File: src/pqg_pkg.sv
// ============================================================================
// pqg_pkg
// Shared types, codes and float helpers for the planar quantized GEMV block.
// ============================================================================
package pqg_pkg;

   // Depth of one quantized block.
   localparam int BLOCK_LEN = 32;

   // Canonical quiet NaN produced by the float unit.
   localparam logic [31:0] FP32_QNAN = 32'h7FC0_0000;
   localparam logic [15:0] BF16_QNAN = 16'h7FC0;

   // Opcodes of an input word.
   localparam logic OPC_LOAD = 1'b0;
   localparam logic OPC_WORD = 1'b1;

   // Code width selections.
   localparam logic [1:0] MODE_3B = 2'd0;
   localparam logic [1:0] MODE_5B = 2'd1;
   localparam logic [1:0] MODE_6B = 2'd2;
   localparam logic [1:0] MODE_7B = 2'd3;

   // Configuration register indexes.
   localparam logic [1:0] CSR_BITS_MODE  = 2'd0;
   localparam logic [1:0] CSR_BLOCKS     = 2'd1;
   localparam logic [1:0] CSR_ROWS       = 2'd2;
   localparam logic [1:0] CSR_SCALE_FMT  = 2'd3;

   typedef struct packed {
      logic        opcode;
      logic [2:0]  act_row;
      logic [11:0] act_col;
      logic [15:0] act_value;
      logic [31:0] weight_word;
      logic [2:0]  word_index;
      logic [15:0] scale_value;
      logic [6:0]  zero_code;
   } req_word_type;

   typedef struct packed {
      logic [2:0]  row_index;
      logic [15:0] result_value;
      logic        last_row;
   } rsp_word_type;

   typedef enum logic {
      FOP_MUL = 1'b0,
      FOP_ADD = 1'b1
   } fpu_op_type;

   typedef struct packed {
      logic        start;
      fpu_op_type  op;
      logic [31:0] a;
      logic [31:0] b;
   } fpu_req_type;

   typedef struct packed {
      logic        done;
      logic [31:0] result;
   } fpu_rsp_type;

   // The planar words of one block.
   typedef logic [6:0][31:0] wbuf_type;

   // Number of planar words per block for a code width selection.
   function automatic logic [2:0] mode_bits(logic [1:0] mode);
      logic [2:0] n;
      unique case (mode)
         MODE_3B: n = 3'd3;
         MODE_5B: n = 3'd5;
         MODE_6B: n = 3'd6;
         MODE_7B: n = 3'd7;
      endcase
      return n;
   endfunction

   // Gather the code of element k from the bit-planes.
   function automatic logic [6:0] decode_code(logic [1:0] mode, logic [4:0] k, wbuf_type wb);
      logic [31:0] w2;
      logic [31:0] w4;
      logic [31:0] wm;
      logic [6:0]  code;
      w2 = wb[{2'b00, k[4]}] >> {k[3:0], 1'b0};
      w4 = wb[{1'b0, k[4:3]}] >> {k[2:0], 2'b00};
      wm = wb[3'd4 + {2'b00, k[4]}] >> {k[3:0], 1'b0};
      unique case (mode)
         MODE_3B: code = {4'b0000, wb[2][k], w2[1:0]};
         MODE_5B: code = {2'b00, wb[4][k], w4[3:0]};
         MODE_6B: code = {1'b0, wm[1:0], w4[3:0]};
         MODE_7B: code = {wb[6][k], wm[1:0], w4[3:0]};
      endcase
      return code;
   endfunction

   // Exact conversion of a small unsigned integer to fp32.
   function automatic logic [31:0] int7_to_fp32(logic [6:0] v);
      logic [2:0]  p;
      logic [30:0] t;
      logic [31:0] r;
      p = 3'd0;
      for (int i = 0; i < 7; i++) begin
         if (v[i]) begin
            p = 3'(i);
         end
      end
      t = 31'(v) << (5'd23 - 5'(p));
      if (v == 7'd0) begin
         r = 32'd0;
      end else begin
         r = {1'b0, 8'd127 + 8'(p), t[22:0]};
      end
      return r;
   endfunction

   // Exact widening of fp16 to fp32, subnormals included.
   function automatic logic [31:0] fp16_to_fp32(logic [15:0] h);
      logic [4:0]  e;
      logic [9:0]  m;
      logic [3:0]  lz;
      logic [10:0] mn;
      logic [31:0] r;
      e  = h[14:10];
      m  = h[9:0];
      lz = 4'd0;
      for (int i = 0; i < 10; i++) begin
         if (m[i]) begin
            lz = 4'(9 - i);
         end
      end
      mn = 11'(m) << (lz + 4'd1);
      if (e == 5'd0) begin
         if (m == 10'd0) begin
            r = {h[15], 31'd0};
         end else begin
            r = {h[15], 8'd112 - 8'(lz), mn[9:0], 13'd0};
         end
      end else if (e == 5'd31) begin
         r = {h[15], 8'hFF, m, 13'd0};
      end else begin
         r = {h[15], 8'(e) + 8'd112, m, 13'd0};
      end
      return r;
   endfunction

   // Round fp32 to bf16, nearest even; any NaN becomes the quiet NaN.
   function automatic logic [15:0] fp32_to_bf16(logic [31:0] u);
      logic [31:0] s;
      if (u[30:23] == 8'hFF && u[22:0] != 23'd0) begin
         return BF16_QNAN;
      end
      s = u + 32'h0000_7FFF + {31'd0, u[16]};
      return s[31:16];
   endfunction

endpackage

File: src/pqg_fpu.sv
// ============================================================================
// pqg_fpu
// Four-stage IEEE fp32 multiply / add unit, round to nearest even.
// ============================================================================
module pqg_fpu
   import pqg_pkg::*;
(
   input  logic        clock,
   input  logic        reset,
   input  fpu_req_type req,
   output fpu_rsp_type rsp
);

   // Operand stage.
   logic        s0_valid_ff;
   fpu_op_type  s0_op_ff;
   logic [31:0] s0_a_ff, s0_b_ff;

   // Raw result stage.
   logic               s1_valid_ff, s1_valid_in;
   logic               s1_sign_ff, s1_sign_in;
   logic signed [10:0] s1_exp_ff, s1_exp_in;
   logic [47:0]        s1_mant_ff, s1_mant_in;
   logic               s1_nan_ff, s1_nan_in;
   logic               s1_inf_ff, s1_inf_in;

   // Normalized stage.
   logic               s2_valid_ff, s2_valid_in;
   logic               s2_sign_ff;
   logic signed [10:0] s2_exp_ff, s2_exp_in;
   logic [47:0]        s2_mant_ff, s2_mant_in;
   logic               s2_nan_ff, s2_inf_ff;
   logic               s2_zero_ff, s2_zero_in;

   // Packed result.
   logic        s3_valid_ff;
   logic [31:0] s3_result_ff, s3_result_in;

   // Unpack, then multiply mantissas or align and add them.
   always_comb begin
      logic        sa, sb, a_nan, b_nan, a_inf, b_inf, a_zero, b_zero, swap;
      logic [23:0] ma, mb, mbig, msml;
      logic [9:0]  ea, eb, ebig, esml, d;
      logic        sbig, ssml, st;
      logic [5:0]  dd;
      logic [95:0] ext;
      logic [47:0] al, bl;
      sa     = s0_a_ff[31];
      sb     = s0_b_ff[31];
      a_nan  = (s0_a_ff[30:23] == 8'hFF) && (s0_a_ff[22:0] != 23'd0);
      b_nan  = (s0_b_ff[30:23] == 8'hFF) && (s0_b_ff[22:0] != 23'd0);
      a_inf  = (s0_a_ff[30:23] == 8'hFF) && (s0_a_ff[22:0] == 23'd0);
      b_inf  = (s0_b_ff[30:23] == 8'hFF) && (s0_b_ff[22:0] == 23'd0);
      a_zero = (s0_a_ff[30:0] == 31'd0);
      b_zero = (s0_b_ff[30:0] == 31'd0);
      ma     = {s0_a_ff[30:23] != 8'd0, s0_a_ff[22:0]};
      mb     = {s0_b_ff[30:23] != 8'd0, s0_b_ff[22:0]};
      ea     = (s0_a_ff[30:23] == 8'd0) ? 10'd1 : 10'(s0_a_ff[30:23]);
      eb     = (s0_b_ff[30:23] == 8'd0) ? 10'd1 : 10'(s0_b_ff[30:23]);
      swap   = s0_a_ff[30:0] < s0_b_ff[30:0];
      mbig   = swap ? mb : ma;
      msml   = swap ? ma : mb;
      ebig   = swap ? eb : ea;
      esml   = swap ? ea : eb;
      sbig   = swap ? sb : sa;
      ssml   = swap ? sa : sb;
      d      = ebig - esml;
      dd     = (d > 10'd48) ? 6'd48 : d[5:0];
      ext    = {1'b0, msml, 23'd0, 48'd0} >> dd;
      st     = |ext[47:0];
      al     = {1'b0, mbig, 23'd0};
      bl     = {ext[95:49], ext[48] | st};
      s1_valid_in = s0_valid_ff;
      if (s0_op_ff == FOP_MUL) begin
         s1_sign_in = sa ^ sb;
         s1_exp_in  = 11'(ea) + 11'(eb) - 11'sd127;
         s1_mant_in = ma * mb;
         s1_nan_in  = a_nan | b_nan | (a_inf & b_zero) | (b_inf & a_zero);
         s1_inf_in  = a_inf | b_inf;
      end else begin
         s1_exp_in  = 11'(ebig);
         s1_mant_in = (sbig == ssml) ? (al + bl) : (al - bl);
         s1_sign_in = (s1_mant_in == 48'd0) ? (sa & sb) : sbig;
         s1_nan_in  = a_nan | b_nan | (a_inf & b_inf & (sa != sb));
         s1_inf_in  = a_inf | b_inf;
      end
   end

   // Leading one search and left normalization.
   always_comb begin
      logic [5:0] lz;
      lz = 6'd0;
      for (int i = 0; i < 48; i++) begin
         if (s1_mant_ff[i]) begin
            lz = 6'(47 - i);
         end
      end
      s2_valid_in = s1_valid_ff;
      s2_zero_in  = (s1_mant_ff == 48'd0);
      s2_mant_in  = s1_mant_ff << lz;
      s2_exp_in   = s1_exp_ff + 11'sd1 - $signed(11'(lz));
   end

   // Denormalize if needed, round and pack. An exact zero is settled before
   // the overflow test, since its exponent field carries no meaning.
   always_comb begin
      logic [10:0] shamt;
      logic [5:0]  sh;
      logic [97:0] ext;
      logic [47:0] ms;
      logic        st, inc;
      logic [9:0]  ef;
      logic [32:0] pk;
      if (s2_exp_ff < 11'sd1) begin
         shamt = 11'd1 - 11'(s2_exp_ff);
         sh    = (shamt > 11'd50) ? 6'd50 : shamt[5:0];
         ef    = 10'd0;
      end else begin
         shamt = 11'd0;
         sh    = shamt[5:0];
         ef    = s2_exp_ff[9:0];
      end
      ext = {s2_mant_ff, 50'd0} >> sh;
      ms  = ext[97:50];
      st  = |ext[49:0];
      inc = ms[23] & ((|ms[22:0]) | st | ms[24]);
      pk  = {ef, ms[46:24]} + 33'(inc);
      if (s2_nan_ff) begin
         s3_result_in = FP32_QNAN;
      end else if (s2_inf_ff) begin
         s3_result_in = {s2_sign_ff, 8'hFF, 23'd0};
      end else if (s2_zero_ff) begin
         s3_result_in = {s2_sign_ff, 31'd0};
      end else if (pk[32:23] >= 10'd255) begin
         s3_result_in = {s2_sign_ff, 8'hFF, 23'd0};
      end else begin
         s3_result_in = {s2_sign_ff, pk[30:0]};
      end
   end

   // Pipeline registers.
   always_ff @(posedge clock) begin
      if (reset) begin
         s0_valid_ff <= 1'b0;
         s1_valid_ff <= 1'b0;
         s2_valid_ff <= 1'b0;
         s3_valid_ff <= 1'b0;
      end else begin
         s0_valid_ff <= req.start;
         s1_valid_ff <= s1_valid_in;
         s2_valid_ff <= s2_valid_in;
         s3_valid_ff <= s2_valid_ff;
      end
      if (req.start) begin
         s0_op_ff <= req.op;
         s0_a_ff  <= req.a;
         s0_b_ff  <= req.b;
      end
      s1_sign_ff   <= s1_sign_in;
      s1_exp_ff    <= s1_exp_in;
      s1_mant_ff   <= s1_mant_in;
      s1_nan_ff    <= s1_nan_in;
      s1_inf_ff    <= s1_inf_in;
      s2_sign_ff   <= s1_sign_ff;
      s2_exp_ff    <= s2_exp_in;
      s2_mant_ff   <= s2_mant_in;
      s2_nan_ff    <= s1_nan_ff;
      s2_inf_ff    <= s1_inf_ff;
      s2_zero_ff   <= s2_zero_in;
      s3_result_ff <= s3_result_in;
   end

   assign rsp.done   = s3_valid_ff;
   assign rsp.result = s3_result_ff;

endmodule
File: config.mk
export PLATFORM = sky130hd
export DESIGN_NAME = pqg_fpu
export DESIGN_NICKNAME = d
export VERILOG_FILES = /design/src/pqg_pkg.sv /design/src/pqg_fpu.sv
export SDC_FILE = /design/constraint.sdc
export NUM_CORES = 2
export LEC_CHECK = 0
export BUFFER_PORTS_ARGS = -buffer_cell sky130_fd_sc_hd__clkbuf_2
export CAP_MARGIN = 40
export CELL_PAD_IN_SITES_DETAIL_PLACEMENT = 0
export CELL_PAD_IN_SITES_GLOBAL_PLACEMENT = 1
export CORE_UTILIZATION = 50
export DETAILED_ROUTE_END_ITERATION = 6
export GPL_ROUTABILITY_DRIVEN = 0
export GPL_TIMING_DRIVEN = 0
export PLACE_DENSITY_LB_ADDON = 0.1
export SETUP_SLACK_MARGIN = 0.15
export SLEW_MARGIN = 20
export SYNTH_ARGS = -nofsm -noshare
export SYNTH_HDL_FRONTEND = slang
export SYNTH_SLANG_ARGS = --single-unit
File: constraint.sdc
create_clock -name clock -period 12.75 [get_ports clock]
set_clock_uncertainty 0.1 [all_clocks]
set_input_delay 1.9125 -clock clock [delete_from_list [all_inputs] [get_ports clock]]
set_output_delay 1.9125 -clock clock [all_outputs]
set_load 0.01 [all_outputs]
Word-level counts from Yosys, hierarchy flattened
Index checks and enable logic that the tools add are counted.

Register bits: 226. Bits of input ports: 68.

Multipliers: 1. Multiplexer cells: 69. Shift operators: 3. Eq/ne operators: 4. Reductions and logical operators: 21. Order comparisons: 5. Bitwise operators: 15. Add/sub/neg operators: 9.

Operator list (number): 2-to-1 mux 6 bit (51); right shift 98 x 6 -> 97 bit (1); zero test 48 bit (2); 2-to-1 mux 48 bit (2); right shift 95 x 6 -> 96 bit (1); zero test 31 bit (2); 2-to-1 mux 31 bit (2); OR reduction 50 bit (1); adder 47 x 48 -> 48 bit (1); multiplier 24 x 24 -> 48 bit (1); 2-to-1 mux 24 bit (2); OR reduction 48 bit (1); left shift 48 x 6 -> 48 bit (1); subtractor 47 x 48 -> 48 bit (1); zero test 23 bit (2); nonzero test 23 bit (2); adder 33 x 1 -> 33 bit (1); 2-to-1 mux 8 bit (4); less-than comparator 31 bit (1); 2-to-1 mux 23 bit (1); OR reduction 23 bit (1); 2-to-1 mux 10 bit (2); == test 8 bit, second input constant (2); zero test 8 bit (2); other kinds (20) (40).

Depth between registers and ports, before layout
Depth in word-level cells: 49. Gate-level depth with buffers: 53. Mapped depth without buffers: 49.

Least setup slack after synthesis
No wires, ideal clock.

Path kind: flip-flop to flip-flop. Start: reg s0_b_ff[13]. End: reg s1_sign_ff. Period minus slack after synthesis: 9.934 ns. Path buffers: 4. Path slack: 2.816 ns. Stages on the path, launching flop included: 42. Arrival time: 9.707 ns. Cells stage by stage: edfxtp_1 > clkbuf_1 > inv_1 > ha_1 > a21o_1 > a21oi_1 > and2_1 > nor3b_2 > a21oi_1 > mux2i_1 > ha_1 > nor2b_1 > a21oi_1 > a31oi_1 > nor3_2 > xnor2_1 > o31ai_1 > o211ai_2 > [6 not listed] > nand4_1 > o32ai_1 > buf_2 > buf_2 > ha_1 > inv_1 > nor4_1 > and4b_1 > nand4_2 > o41ai_2 > a21oi_1 > a311o_1 > a21oi_1 > xnor2_1 > or4b_2 > nor4_2 > a211oi_1 > or3b_1.

Cells in the longest elaborated chain, start to end: 13. Elaborated cells between the ends (all ways): 20. Classes of those cells: add/sub: 3; order compare: 2; eq/ne: 1; shift: 1; mux: 10; bitwise: 1; reduce/logical: 2.

RTL lines: start, declared (line pqg_fpu.sv:17) `logic [31:0] s0_a_ff, s0_b_ff;`; start signal, assigned (line pqg_fpu.sv:157) `s0_b_ff <= req.b;`; less-than comparator 31 bit (line pqg_fpu.sv:60) `swap = s0_a_ff[30:0] < s0_b_ff[30:0];`; 2-to-1 mux 8 bit, on equally long branches (line pqg_fpu.sv:63, pqg_fpu.sv:64); subtractor 8 x 8 -> 9 bit (line pqg_fpu.sv:67) `d = ebig - esml;`; > comparator 10 x 6 -> 1 bit (line pqg_fpu.sv:68) `dd = (d > 10'd48) ? 6'd48 : d[5:0];`; 2-to-1 mux 6 bit (line pqg_fpu.sv:68); right shift 95 x 6 -> 96 bit (line pqg_fpu.sv:69) `ext = {1'b0, msml, 23'd0, 48'd0} >> dd;`; OR reduction 48 bit (line pqg_fpu.sv:70) `st = |ext[47:0];`; OR 1 bit (line pqg_fpu.sv:72) `bl = {ext[95:49], ext[48] | st};`; subtractor 47 x 48 -> 48 bit or adder 47 x 48 -> 48 bit (tied branches) (line pqg_fpu.sv:82) `s1_mant_in = (sbig == ssml) ? (al + bl) : (al - bl);`; 2-to-1 mux 48 bit (line pqg_fpu.sv:82); zero test 48 bit (line pqg_fpu.sv:83) `s1_sign_in = (s1_mant_in == 48'd0) ? (sa & sb) : sbig;`; 2-to-1 mux 1 bit (*) (line pqg_fpu.sv:83); 2-to-1 mux 1 bit (*) (line pqg_fpu.sv:74) `if (s0_op_ff == FOP_MUL) begin`; net s1_sign_in (line pqg_fpu.sv:21) `logic s1_sign_ff, s1_sign_in;`; end signal, assigned (line pqg_fpu.sv:159) `s1_sign_ff <= s1_sign_in;`; end, declared (line pqg_fpu.sv:21).

Mark *: on every way through the listed nets, which the timed path passes. The rest lies on a longest branch. A chain may end at the register's enable or synchronous reset.

Final worst setup path
Start: reg s0_b_ff[3]. End: reg s1_sign_ff.

The elaborated chain is that of the path after synthesis.

==> reports/results.txt <==
Setup CP Type: flip-flop to flip-flop
DR WL met2: 65,900 um
Die Area: 0.0819 mm^2
Post-synth top cells: nand2_1, inv_1, fa_1, a21oi_1
slowest CP cell: or4b_2
dpl cells: 6,126
pin count of the biggest net entering global routing: 37
maximum fanout along the worst path: 10
reg2reg path depth: 43
Period Utilization, post-route: 97.0%
status: finished clean
Port Buffers: 100
post-synth top area cell: fa_1
synth top area cells: fa_1, ha_1, dfxtp_1
ant diodes: 0
pre-CTS setup slack: -1.40 ns
Top Layer Used: met5
final setup fails: 0
RSZ-0062 raised after global routing: false
Antenna Nets Post-Route: 0
critical path launch point: s0_b_ff[3]$_DFFE_PP_
hold_ws: 0.225 ns
mapped cell area: 0.0404 mm^2
Max Slew Vio Count: 0
initial antenna violation count: 5
sequential fraction of the synthesis area: 12.8%
vias per cell: 6.14
Die H: 286 um
Via Count: 38,100
Die Wd: 286 um
EDFF count, synth: 65
Initial DRC Count: 4,490
fin crit period: 12.36 ns
Top FF cell, synth: dfxtp_1
clock sinks: 225
TritonCTS clock tree: built
Filler cells: 7,680
YS warnings: 0
Clock Pin Slew Worst Setup and Hold Paths: 0.06 ns
share of the synthesized area in the top cell type: 24.0%
area of the multi-input gates: 0.0318 mm^2
Hold Fails Final Rpt: 0
H-Tree Depth: 1
I/O Pins: 101
total CTS buffers: 26
drt wl/cell: 25.3 um
CP Data Required Time: 13.10 ns
clock root buffer: clkbuf_16
CTS Buffer Depth: 3
Cells after Synth: 4,935
Initial Util: 50.9%
Post-synth ARST share: 0%
Setup crit end kind: flip-flop
Critical Path Source Type: flip-flop
setup slack after layout: 0.388 ns
vias in the first global route: 36,200
FF-to-FF End: s1_sign_ff$_DFF_P_
Routed WL: 157,000 um
core area: 0.0794 mm^2
critical path's most frequent cell: a21oi_1
synthesized area per cell: 8.18 um^2
Rows: 103
gr ovfl total: 0
Arrival @ worst endpoint: 12.71 ns
Finished Layout Cells: 6,203
reg2reg start: s0_b_ff[3]$_DFFE_PP_
# nets final: 5,998
number of distinct library cells after synthesis: 110
met3 routed WL: 17,800 um
FF+latch area: 0.00515 mm^2
Hold WC Path Type: flip-flop to flip-flop
syn nets: 5,798
Area Growth Syn to Fin: 8.99%
slowest stage delay, CP: 0.65 ns
Post-Route M1 WL: 65,400 um
hold buffer count at cts: 0
Yosys reg bits: 225
layout cells sized above 1: 7.63%
maximum clock frequency: 80.9 MHz
top-count cell post-synth: nand2_1
Core Util, Final: 55.4%
internal reg-to-reg setup slack: 0.39 ns
worst skew pair latency: 0.62 ns
max cap viols: 0
Total GRT Usage: 37.8%
relative slew slack: 31.8%
Residual DRC: 0
Setup crit end: s1_sign_ff$_DFF_P_
TritonRoute pass-1 iters: 6
first-pass GRT wire length: 232,000 um
hpwl dp: 129,000 um
Worst Max-Slew Pin Slew: 0.994 ns
[cell usage in the layout, fill, tap and decap left out, types with 26 or more instances in the layout]
cell type / n
o21ai_0: 164
dfxtp_1: 160
clkbuf_16: 26
xor2_1: 30
inv_1: 657
nor2_1: 309
and2_1: 204
or3_1: 30
clkbuf_1: 250
nand2_1: 663
buf_2: 28
nand2b_1: 37
and3_1: 26
fa_1: 485
ha_1: 310
a211oi_1: 31
xnor2_1: 82
nor2b_1: 31
nand3_1: 81
o21bai_1: 40
nand4_1: 31
nor4_1: 40
nor3_1: 112
clkbuf_2: 113
mux4_2: 27
mux2i_1: 212
edfxtp_1: 65
a31oi_1: 44
buf_6: 33
buf_4: 31
a21oi_1: 315
[worst min-delay path by stage]
stage                       start                  to  slack [ns]  depth (start not counted)
6_report       s1_sign_ff$_DFF_P_  s2_sign_ff$_DFF_P_        0.22                          0
3_5_place_dp   s1_sign_ff$_DFF_P_  s2_sign_ff$_DFF_P_        0.21                          0
4_1_cts        s1_sign_ff$_DFF_P_  s2_sign_ff$_DFF_P_        0.23                          0
5_1_grt         s1_inf_ff$_DFF_P_   s2_inf_ff$_DFF_P_        0.23                          0
3_3_place_gp    s1_nan_ff$_DFF_P_   s2_nan_ff$_DFF_P_        0.21                          0
2_1_floorplan   s1_inf_ff$_DFF_P_   s2_inf_ff$_DFF_P_        0.21                          0
[per-layer routing]
metal	track usage, %	vias to the layer above
met5	0	-
met4	16.3	6
met3	9.26	410
met2	55.3	2191
met1	53.0	18500
li1	-	16900
[registers in the layout, indices dropped and copies added, names as in the netlist]
name          flops
s0_a_ff          32
s0_b_ff          32
s0_op_ff          1
s0_valid_ff       1
s1_exp_ff        10
s1_inf_ff         1
s1_mant_ff       48
s1_nan_ff         1
s1_sign_ff        1
s1_valid_ff       1
s2_exp_ff        11
s2_inf_ff         1
s2_mant_ff       48
s2_nan_ff         1
s2_sign_ff        1
s2_valid_ff       1
s2_zero_ff        1
s3_result_ff     32
s3_valid_ff       1
[critical path, delay by kind of cell, from the launching register on]
family / cells / cell delay, ns
AOI/OAI and AO/OA: 19 / 4.91
muxes: 1 / 0.35
DFF: 1 / 0.46
buffers and inverters: 8 / 2.02
xor gates and xnor gates: 1 / 0.19
and+or+nand+nor: 11 / 3.44
adders and majority gates: 3 / 0.71
[cells by family (layout without fill, tap and decap cells)]
family	after synthesis	after routing	share of synthesized area, %
adders and majority gates	795	795	33.7
muxes	269	269	7.60
DFF	225	225	12.8
xor gates and xnor gates	118	118	2.62
and+or+nand+nor	1637	1637	19.1
AOI/OAI and AO/OA	924	924	15.1
buffers and inverters	967	1185	9.15
[layout make-up]
cell class	instances	area share, %
Inverter	658	5.61
Timing Repair Buffer	172	2.63
Sequential cell	225	11.7
Tap cell	1050	2.99
Clock buffer	30	1.56
Clock inverter	16	0.404
Buffer	309	2.83
Multi-Input combinational cell	3743	72.3
[timing repair]
action                     4_1_cts  5_1_grt
gates resized for setup         19       37
setup buffers                    5       14
setup endpoints to repair        7        4
pin swaps                        2        5
[per-stage QoR]
stage | TNS [ns] | area [um^2]
final | 0 | 44000
after global routing | 0 | 44000
after CTS | 0 | 43600
after detailed placement | -2.24 | 42600
after global placement | -2.13 | 42200
after floorplan | 0 | 40400
Power is left out: the tool's default activity adds up to more than one toggle a clock period on the data nets, which glitch-free logic cannot reach.
